==> src/sv/ppa_pkg.sv <==
// ppa_pkg: shared types and constants for the parser pool allocator
// beat payload structs, per-cell status struct and default sizes
// no dependencies
`timescale 1ns / 1ps

package ppa_pkg;

    // default pool shape
    localparam int NUM_REQUESTERS_DEF = 4;
    localparam int NUM_PARSERS_DEF    = 4;

    // fixed report widths of the beat fields
    localparam int MASK_W     = 4;
    localparam int SLOT_W     = 2;
    localparam int ASSIGN_W   = MASK_W * SLOT_W;

    // input beat: one clock tick of requester activity
    typedef struct packed {
        logic [MASK_W-1:0] request_valid_mask;
        logic [MASK_W-1:0] request_done_mask;
    } ppa_in_t;

    // result beat: grants and pool state after the tick
    typedef struct packed {
        logic [MASK_W-1:0]   grant_mask;
        logic [MASK_W-1:0]   serving_mask;
        logic [MASK_W-1:0]   parser_idle_mask;
        logic [ASSIGN_W-1:0] assignment_vector;
    } ppa_out_t;

    // status handed from a requester cell to the top level
    typedef struct packed {
        logic held;     // serving before this tick
        logic serving;  // serving after this tick
        logic grant;    // won a parser in this tick
    } ppa_cell_stat_t;

endpackage

==> src/sv/ppa_cell.sv <==
// ppa_cell: one requester slot of the allocator chain
// releases its parser on done, takes the lowest free parser on valid
// depends on ppa_pkg
`timescale 1ns / 1ps

module ppa_cell import ppa_pkg::*; #(
    parameter int NUM_PARSERS = NUM_PARSERS_DEF,
    parameter int PIDX_W      = (NUM_PARSERS > 1) ? $clog2(NUM_PARSERS) : 1
) (
    input  logic                   aclk,
    input  logic                   aresetn,
    input  logic                   step_en,
    input  logic                   req_valid,
    input  logic                   req_done,
    input  logic [NUM_PARSERS-1:0] free_in,
    output logic [NUM_PARSERS-1:0] free_out,
    output ppa_cell_stat_t         stat,
    output logic [PIDX_W-1:0]      link_idx
);

    logic                   serving_reg;
    logic                   serving_next;
    logic [PIDX_W-1:0]      link_reg;
    logic [PIDX_W-1:0]      link_next;

    logic                   release_hit;
    logic [NUM_PARSERS-1:0] link_onehot;
    logic [NUM_PARSERS-1:0] free_mid;
    logic [NUM_PARSERS-1:0] pick_onehot;
    logic [PIDX_W-1:0]      pick_idx;
    logic                   pick_found;
    logic                   take;

    // release first, then look for the lowest free parser
    always_comb begin
        release_hit = serving_reg && req_done;
        for (int p = 0; p < NUM_PARSERS; p++) begin
            link_onehot[p] = (link_reg == PIDX_W'(p));
        end
        free_mid = free_in | (release_hit ? link_onehot : '0);

        pick_idx    = '0;
        pick_found  = 1'b0;
        pick_onehot = '0;
        for (int p = NUM_PARSERS - 1; p >= 0; p--) begin
            if (free_mid[p]) begin
                pick_idx    = PIDX_W'(p);
                pick_found  = 1'b1;
                pick_onehot = NUM_PARSERS'(1) << p;
            end
        end

        take     = req_valid && !(serving_reg && !release_hit) && pick_found;
        free_out = free_mid & ~(take ? pick_onehot : '0);

        serving_next = (serving_reg && !release_hit) || take;
        if (take) begin
            link_next = pick_idx;
        end else if (release_hit) begin
            link_next = '0;
        end else begin
            link_next = link_reg;
        end
    end

    // per-requester state, advanced once per accepted beat
    always_ff @(posedge aclk) begin
        if (!aresetn) begin
            serving_reg <= 1'b0;
            link_reg    <= '0;
        end else if (step_en) begin
            serving_reg <= serving_next;
            link_reg    <= link_next;
        end
    end

    assign stat.held    = serving_reg;
    assign stat.serving = serving_next;
    assign stat.grant   = take;
    assign link_idx     = link_next;

endmodule

==> src/sv/parser_pool_allocator.sv <==
// parser_pool_allocator: fixed-priority allocator of a parser pool to requesters
// chain of ppa_cell instances with an idle-vector register and a two-entry result buffer
// depends on ppa_pkg and ppa_cell
`timescale 1ns / 1ps

// One input beat is one clock tick of requester activity; one result beat
// comes back for each. The block takes one beat every cycle and returns its
// result through an output register backed by a skid entry, so input is
// only held off when both are full. Within a beat the free-parser vector
// ripples combinationally from requester 0 upward through the cell chain:
// a lower requester releases or claims first, and a parser freed low in the
// chain may be claimed higher up in the same tick. Only requesters and
// parsers 0 to 3 appear in the result fields; parser indices are reported
// in two bits per requester and read as zero where not serving.

module parser_pool_allocator import ppa_pkg::*; #(
    parameter int NUM_REQUESTERS = NUM_REQUESTERS_DEF,
    parameter int NUM_PARSERS    = NUM_PARSERS_DEF
) (
    input  logic     aclk,
    input  logic     aresetn,
    input  logic     s_valid,
    output logic     s_ready,
    input  ppa_in_t  s_payload,
    output logic     m_valid,
    input  logic     m_ready,
    output ppa_out_t m_payload
);

    localparam int PIDX_W = (NUM_PARSERS > 1) ? $clog2(NUM_PARSERS) : 1;

    logic                   accept;
    logic [NUM_PARSERS-1:0] idle_reg;
    logic [NUM_PARSERS-1:0] free_chain [NUM_REQUESTERS+1];
    ppa_cell_stat_t         cell_stat  [NUM_REQUESTERS];
    logic [PIDX_W-1:0]      cell_link  [NUM_REQUESTERS];
    logic [NUM_REQUESTERS-1:0] held_vec;
    ppa_out_t               result;

    ppa_out_t out_reg;
    logic     out_valid_reg;
    ppa_out_t skid_reg;
    logic     skid_valid_reg;

    assign s_ready = !skid_valid_reg;
    assign accept  = s_valid && s_ready;

    // requester cells, free vector handed up the chain
    assign free_chain[0] = idle_reg;

    for (genvar r = 0; r < NUM_REQUESTERS; r++) begin : g_cell
        logic req_valid;
        logic req_done;

        if (r < MASK_W) begin : g_in
            assign req_valid = s_payload.request_valid_mask[r];
            assign req_done  = s_payload.request_done_mask[r];
        end else begin : g_none
            assign req_valid = 1'b0;
            assign req_done  = 1'b0;
        end

        ppa_cell #(
            .NUM_PARSERS (NUM_PARSERS),
            .PIDX_W      (PIDX_W)
        ) u_cell (
            .aclk      (aclk),
            .aresetn   (aresetn),
            .step_en   (accept),
            .req_valid (req_valid),
            .req_done  (req_done),
            .free_in   (free_chain[r]),
            .free_out  (free_chain[r+1]),
            .stat      (cell_stat[r]),
            .link_idx  (cell_link[r])
        );

        assign held_vec[r] = cell_stat[r].held;
    end

    // pool idle vector
    always_ff @(posedge aclk) begin
        if (!aresetn) begin
            idle_reg <= '1;
        end else if (accept) begin
            idle_reg <= free_chain[NUM_REQUESTERS];
        end
    end

    // result fields, reported slots only
    for (genvar r = 0; r < MASK_W; r++) begin : g_rep_req
        if (r < NUM_REQUESTERS) begin : g_on
            logic [PIDX_W+SLOT_W-1:0] link_ext;
            assign link_ext = {{SLOT_W{1'b0}}, cell_link[r]};
            assign result.grant_mask[r]   = cell_stat[r].grant;
            assign result.serving_mask[r] = cell_stat[r].serving;
            assign result.assignment_vector[SLOT_W*r +: SLOT_W] =
                cell_stat[r].serving ? link_ext[SLOT_W-1:0] : '0;
        end else begin : g_off
            assign result.grant_mask[r]   = 1'b0;
            assign result.serving_mask[r] = 1'b0;
            assign result.assignment_vector[SLOT_W*r +: SLOT_W] = '0;
        end
    end

    for (genvar p = 0; p < MASK_W; p++) begin : g_rep_par
        if (p < NUM_PARSERS) begin : g_on
            assign result.parser_idle_mask[p] = free_chain[NUM_REQUESTERS][p];
        end else begin : g_off
            assign result.parser_idle_mask[p] = 1'b0;
        end
    end

    // output register with skid entry
    always_ff @(posedge aclk) begin
        if (!aresetn) begin
            out_valid_reg  <= 1'b0;
            skid_valid_reg <= 1'b0;
        end else if (m_ready || !out_valid_reg) begin
            if (skid_valid_reg) begin
                out_valid_reg  <= 1'b1;
                skid_valid_reg <= 1'b0;
            end else begin
                out_valid_reg  <= accept;
            end
        end else if (accept) begin
            skid_valid_reg <= 1'b1;
        end
    end

    always_ff @(posedge aclk) begin
        if (m_ready || !out_valid_reg) begin
            if (skid_valid_reg) begin
                out_reg <= skid_reg;
            end else begin
                out_reg <= result;
            end
        end else if (accept) begin
            skid_reg <= result;
        end
    end

    assign m_valid   = out_valid_reg;
    assign m_payload = out_reg;

`ifndef ASSERT_OFF
    // serving requesters plus idle parsers always add up to the pool size
    a_pool_conserved: assert property (@(posedge aclk) disable iff (!aresetn)
        ($countones(held_vec) + $countones(idle_reg)) == NUM_PARSERS)
        else $error("parser pool count mismatch");

    // a granted requester is serving in the same beat
    a_grant_serving: assert property (@(posedge aclk) disable iff (!aresetn)
        m_valid |-> ((m_payload.grant_mask & ~m_payload.serving_mask) == '0))
        else $error("grant without serving");

    // skid entry only fills behind a stalled output register
    a_skid_order: assert property (@(posedge aclk) disable iff (!aresetn)
        skid_valid_reg |-> out_valid_reg)
        else $error("skid entry valid with empty output register");

    // requester 0 is granted only if it was not serving or releases in the same beat
    a_no_regrant: assert property (@(posedge aclk) disable iff (!aresetn)
        accept |-> !(result.grant_mask[0] && held_vec[0]
                     && !s_payload.request_done_mask[0]))
        else $error("requester 0 granted while serving");
`endif

endmodule
==> config.mk <==
export PLATFORM = sky130hd
export DESIGN_NAME = parser_pool_allocator
export DESIGN_NICKNAME = d
export VERILOG_FILES = /design/src/sv/ppa_pkg.sv /design/src/sv/ppa_cell.sv /design/src/sv/parser_pool_allocator.sv
export SDC_FILE = /design/constraint.sdc
export NUM_CORES = 1
export LEC_CHECK = 0
export ABC_AREA = 0
export BUFFER_PORTS_ARGS = -buffer_cell sky130_fd_sc_hd__buf_2
export CAP_MARGIN = 30
export CORE_AREA = 10 10 100 102
export DETAILED_ROUTE_END_ITERATION = 6
export DIE_AREA = 0 0 110 112
export PLACE_DENSITY = 0.58
export SYNTH_ARGS = -nofsm -noshare
export SYNTH_HDL_FRONTEND = slang
export SYNTH_SLANG_ARGS = --single-unit
==> constraint.sdc <==
create_clock -name aclk -period 3.2 [get_ports aclk]
set_input_delay 0.64 -clock aclk [delete_from_list [all_inputs] [get_ports aclk]]
set_output_delay 0.64 -clock aclk [all_outputs]
set_load 0.02 [all_outputs]
; ---- Yosys cells after proc, flatten, opt, wreduce, memory -nomap -nowiden
; Cells that the tools add are included.
[classes]
eq_ne = 12
shifts = 0
reduce_logical = 38
n_lt_le_gt_ge = 0
n_mux = 70
addsub = 0
div = 0
bitwise_logic = 14
n_mul = 0
[ops]
columns = op, count
row1 = 2-to-1 mux 4 bit, 24
row2 = 2-to-1 mux 2 bit, 28
row3 = 2-to-1 mux 20 bit, 1
row4 = logical AND 1 bit, 17
row5 = 2-to-1 mux 1 bit, 17
row6 = bitwise AND 4 bit, 4
row7 = == test 2 bit (second input constant), 8
row8 = inverter 4 bit, 4
row9 = OR 4 bit, 4
row10 = logical NOT 1 bit, 10
row11 = == test 2 x 1 -> 1 bit (second input constant), 4
row12 = logical NOT 2 bit, 4
row13 = logical OR 1 bit, 5
row14 = inverter 1 bit, 2
row15 = AND reduction 2 bit, 1
row16 = OR reduction 2 bit, 1
[totals]
inputBits = 12
wordCells = 153
latchBits = 0
romBits = 0
mem_count = 0
ram_bits = 0
reg_bits = 58

; ---- Longest topological paths before layout
[depth]
word_depth = 39
ltp_mapped = 11

; ---- Modules after synthesis
; From an unflattened synthesis, not the netlist that was laid out.
[hier_totals]
cells_unflattened = 315
hier_area_um2 = 3296.9
[modules_own_cells]
columns = mod, seq_area_each_um2, cells_each, area_per_inst_um2, n_inst
row1 = parser_pool_allocator, 1321.3, 95, 1765.4, 1
row2 = ppa_cell, 60.1, 55, 382.9, 4

; ---- Worst setup path before layout
; Ideal clock, no wire load.
[synth_timing]
path_kind = input to register
startpoint = input port s_payload[4] (netlist name)
endpoint = register out_reg, in the netlist m_payload[14], data pin
required_ps = 2940
setup_time_ps = 260
t_arrival_ps = 2333
path_slack_ps = 607
cell_stages = 9
cell_sequence = nand2b_1 > o32ai_4 > nand2_4 > o41ai_4 > nand3_1 > o21bai_2 > and2_4 > inv_2 > mux2_4
[synth_via]
elab_chain_cells = 22
elab_cells_between_ends = 26
classes_between = 15 x mux / 6 x bitwise / 5 x reduce/logical
[synth_rtl]
columns = item, line_no
row1 = "start, declared", parser_pool_allocator.sv:24  ; input ppa_in_t s_payload,
row2 = logical AND 1 bit * (2 in series), ppa_cell.sv:53  ; take = req_valid && !(serving_reg && !release_hit) && pick_found;
row3 = 2-to-1 mux 4 bit *, ppa_cell.sv:54  ; free_out = free_mid & ~(take ? pick_onehot : '0);
row4 = inverter 4 bit *, ppa_cell.sv:54
row5 = bitwise AND 4 bit *, ppa_cell.sv:54
row6 = OR 4 bit *, ppa_cell.sv:40  ; free_mid = free_in | (release_hit ? link_onehot : '0);
row7 = 2-to-1 mux 1 bit (4 in series), ppa_cell.sv:46  ; if (free_mid[p]) begin
row8 = logical AND 1 bit, ppa_cell.sv:53
row9 = 2-to-1 mux 4 bit, ppa_cell.sv:54
row10 = inverter 4 bit, ppa_cell.sv:54
row11 = bitwise AND 4 bit *, ppa_cell.sv:54
row12 = OR 4 bit *, ppa_cell.sv:40
row13 = 2-to-1 mux 1 bit (3 in series), ppa_cell.sv:46
row14 = 2-to-1 mux 1 bit *, ppa_cell.sv:46
row15 = logical AND 1 bit *, ppa_cell.sv:53
row16 = logical OR 1 bit *, ppa_cell.sv:56  ; serving_next = (serving_reg && !release_hit) || take;
row17 = via g_cell[2].u_cell.serving_next, ppa_cell.sv:22  ; logic serving_next;
row18 = 2-to-1 mux 20 bit *, parser_pool_allocator.sv:133  ; if (skid_valid_reg) begin
row19 = "end signal, assigned", parser_pool_allocator.sv:134  ; out_reg <= skid_reg;
row20 = "end signal, assigned", parser_pool_allocator.sv:136  ; out_reg <= result;
row21 = "end, declared", parser_pool_allocator.sv:40  ; ppa_out_t out_reg;
; Mark *: on every way through the listed nets, which the timed path passes. The rest lies on a longest branch.
; A chain may end at the register's enable or synchronous reset.

; ---- Final worst setup path
[layout_timing]
startpoint = register g_cell[0].u_cell.link_reg[1]
endpoint = register out_reg, in the netlist m_payload[15], data pin
[layout_via]
elab_chain_cells = 37
elab_cells_between_ends = 52
classes_between = 3 x eq/ne / 33 x mux / 10 x bitwise / 6 x reduce/logical
[layout_rtl]
columns = item, line_no
row1 = "start, declared", ppa_cell.sv:23  ; logic [PIDX_W-1:0] link_reg;
row2 = "start signal, assigned", ppa_cell.sv:73  ; link_reg <= link_next;
row3 = == test 2 bit, ppa_cell.sv:38  ; link_onehot[p] = (link_reg == PIDX_W'(p));
row4 = 2-to-1 mux 4 bit *, ppa_cell.sv:40
row5 = OR 4 bit *, ppa_cell.sv:40
row6 = 2-to-1 mux 1 bit (4 in series), ppa_cell.sv:46
row7 = logical AND 1 bit, ppa_cell.sv:53
row8 = 2-to-1 mux 4 bit, ppa_cell.sv:54
row9 = inverter 4 bit, ppa_cell.sv:54
row10 = bitwise AND 4 bit *, ppa_cell.sv:54
row11 = [... 16 more ...], n/a
row12 = inverter 4 bit, ppa_cell.sv:54
row13 = bitwise AND 4 bit *, ppa_cell.sv:54
row14 = OR 4 bit *, ppa_cell.sv:40
row15 = 2-to-1 mux 1 bit (3 in series), ppa_cell.sv:46
row16 = 2-to-1 mux 1 bit *, ppa_cell.sv:46
row17 = logical AND 1 bit *, ppa_cell.sv:53
row18 = logical OR 1 bit *, ppa_cell.sv:56
row19 = 2-to-1 mux 20 bit *, parser_pool_allocator.sv:133
; Mark *: on every way between the ends. The rest lies on a longest branch, timed or not.

==> reports/results.ini <==
[die]
coreArea_um2 = 8050
ios = 34
start_util_pct = 39.2
dieArea_um2 = 12300
die-height_um = 112
die_w_um = 110
rows = 33

[yosys]
synth-seq-cells = 58
synth_nets = 314
synth_area_leaders = edfxtp_1 (38%), dfxtp_1 (11%), nand2_1 (4.8%), nor2_1 (2.5%), inv_1 (2.1%)
ys.warnings.count = 0
yosysSeqAreaShare_pct = 49.4
avgSynthCellArea_um2 = 10.5
ys_dominant_reg_cell = edfxtp_1
synth_top_area_share_pct = 38.0
synth_common_cells = edfxtp_1 (40), nand2_1 (40), nor2_1 (21)
async_flop_share_pct = 0
yosys.area.top_type = edfxtp_1
syn_area_um2 = 3160
synthCells = 302
synth_edf_count = 40
synth_cell_types = 74

[grt]
overflow = 0
grt_pass1_vias = 2302
grt_max_degree = 24
grt_usage_pct = 12.0
grt_pass1_wl_um = 11800
antenna_found_initial = 0

[cts]
cts_resized = 0
cts.sinks = 58
cts_buffer_depth = 2
cts_max_level = 3
clock_latency_ns = 0.33
numCtsBuffers = 9
ctsRootBufferMaster = clkbuf_8
cts_tree = built
hold_buffers = 0
clkTransAtPathRegs_ns = 0.07
cts_setup_buffers = 0

[placed_design]
dpl-instance-area_um2 = 3460
hpwlAfterDp_um = 5280
gp_congestion = 0.891
port_buffers = 33

[sta]
period_needed_ns = 2.78
min_period_over_period_pct = 86.8
maxSlewViolCount = 0
rsz0062_at_grt = false
fmax_mhz = 360
finalSetupViolations = 0
hold_viol = 0
tns_ns = 0
fin_skew_ns = 0.00886
worst_pin_slew_ns = 0.607
relSlewSlack_pct = 59.5

[detailed_routing]
drtAntennaViolNets = 0
vias = 2440
vias_per_cell = 5.40
drt_iter0_markers = 256
drc = 0
dr.pass1.iters = 4
wl_per_cell_um = 15.9
routed_wl_um = 7210

[cells_and_area]
area_growth_pct = 16.4
stdcell_area_um2 = 3680
final_core_util_pct = 45.7
diodes = 0
fin_nets = 354
drive_above_1_share_pct = 28.8

[power]
leakagePower_nw = 1.48
ir_worst_vdd_mv = 0.194
pwr_density_cell_nw_per_um2 = 573

[run]
drv_cap = 0

[worst_setup_path]
worstSetupEndpointType = register
crit_path_start_kind = register
crit_required_ns = 3.26
criticalPathCategory = register to register
cp.arrival_ns = 2.84
crit_fanout = 9

[outcome]
status = finished, final reports clean

[hold_path]
hold_path.class = register to register

logic make-up (layout without fill, tap and decap cells):
group	after synthesis	count (layout)	synth area share, %
flops	58	58	49.4
simple gates	117	117	19.9
mux	7	7	2.57
compound gates	87	87	23.5
buf+inv	32	77	4.28
fa+ha+maj	1	1	0.317
path summary, 6_finish.rpt:
check                             to                                 startpoint  cells past startpoint  slack [ns]
min reg2reg  m_payload[11]$_DFFE_PP_                     skid_reg[11]$_DFFE_PP_                      2        0.53
max reg2reg  m_payload[15]$_DFFE_PP_  g_cell[0].u_cell.link_reg[1]$_SDFFE_PN0P_                      8        0.42
min          m_payload[11]$_DFFE_PP_                     skid_reg[11]$_DFFE_PP_                      2        0.53
max          m_payload[15]$_DFFE_PP_  g_cell[0].u_cell.link_reg[1]$_SDFFE_PN0P_                      8        0.42
area by class of cell:
class,count,area (um2)
inverter,19,71.3
multi-input combinational,212,1460
clock buffer,11,141
timing repair buffer,42,233
clock inverter,5,77.6
sequential,58,1560
fill,794,4370
tap,105,131
critical path, cell delays in order, from the launching register on:
cell and delay, ns:
dfxtp_1 0.53, and4b_2 0.30, o32ai_4 0.19, nand2_1 0.09, a221o_1 0.39, a22oi_4 0.24, nand3_2 0.15, a221oi_2 0.48
a21oi_1 0.13
metal layers:
layer  global-route usage (%)  share of wire (%)  vias up
li1                         -                  -     1216
met1                     16.3                 48     1145
met2                     17.6                 44       70
met3                     2.94                6.5        9
met4                     4.60                1.8        0
met5                        0                  0        -
placed cells by master, fill, tap and decap left out, types with 3 or more instances in the layout:
cell / count
buf_4: 9
nor2b_1: 3
edfxtp_1: 40
a21oi_1: 13
dfxtp_1: 18
nand3_1: 7
a21boi_0: 3
and2_2: 4
nor3_1: 3
o211ai_1: 4
nor2_1: 21
o211a_1: 3
and2_1: 3
o21ai_0: 13
nand4_1: 4
o31ai_1: 9
clkbuf_8: 10
and3_1: 3
nand2b_1: 6
a31o_2: 3
nand2_1: 40
nor3b_1: 4
buf_2: 33
inv_1: 18
o22ai_1: 3
nand4b_1: 3
mux2_2: 5
metrics by stage:
step,hold slack (ns),power [mW],instances,worst slack (ns)
2_1_floorplan,0.477,1.25,302,0.607
3_3_place_gp,0.505,1.37,436,0.211
3_5_place_dp,0.516,1.37,436,0.168
4_1_cts,0.531,2.13,452,0.432
5_1_grt,0.552,2.21,452,0.203
6_report,0.529,2.11,452,0.422
where the power goes:
part	leakage, nW	total (mW)	internal, mW	switching [mW]
sequential	0.548	0.925	0.881	0.0434
combinational	0.825	0.431	0.162	0.268
clock	0.109	0.753	0.457	0.296
Power figures use the tool's default switching activity.
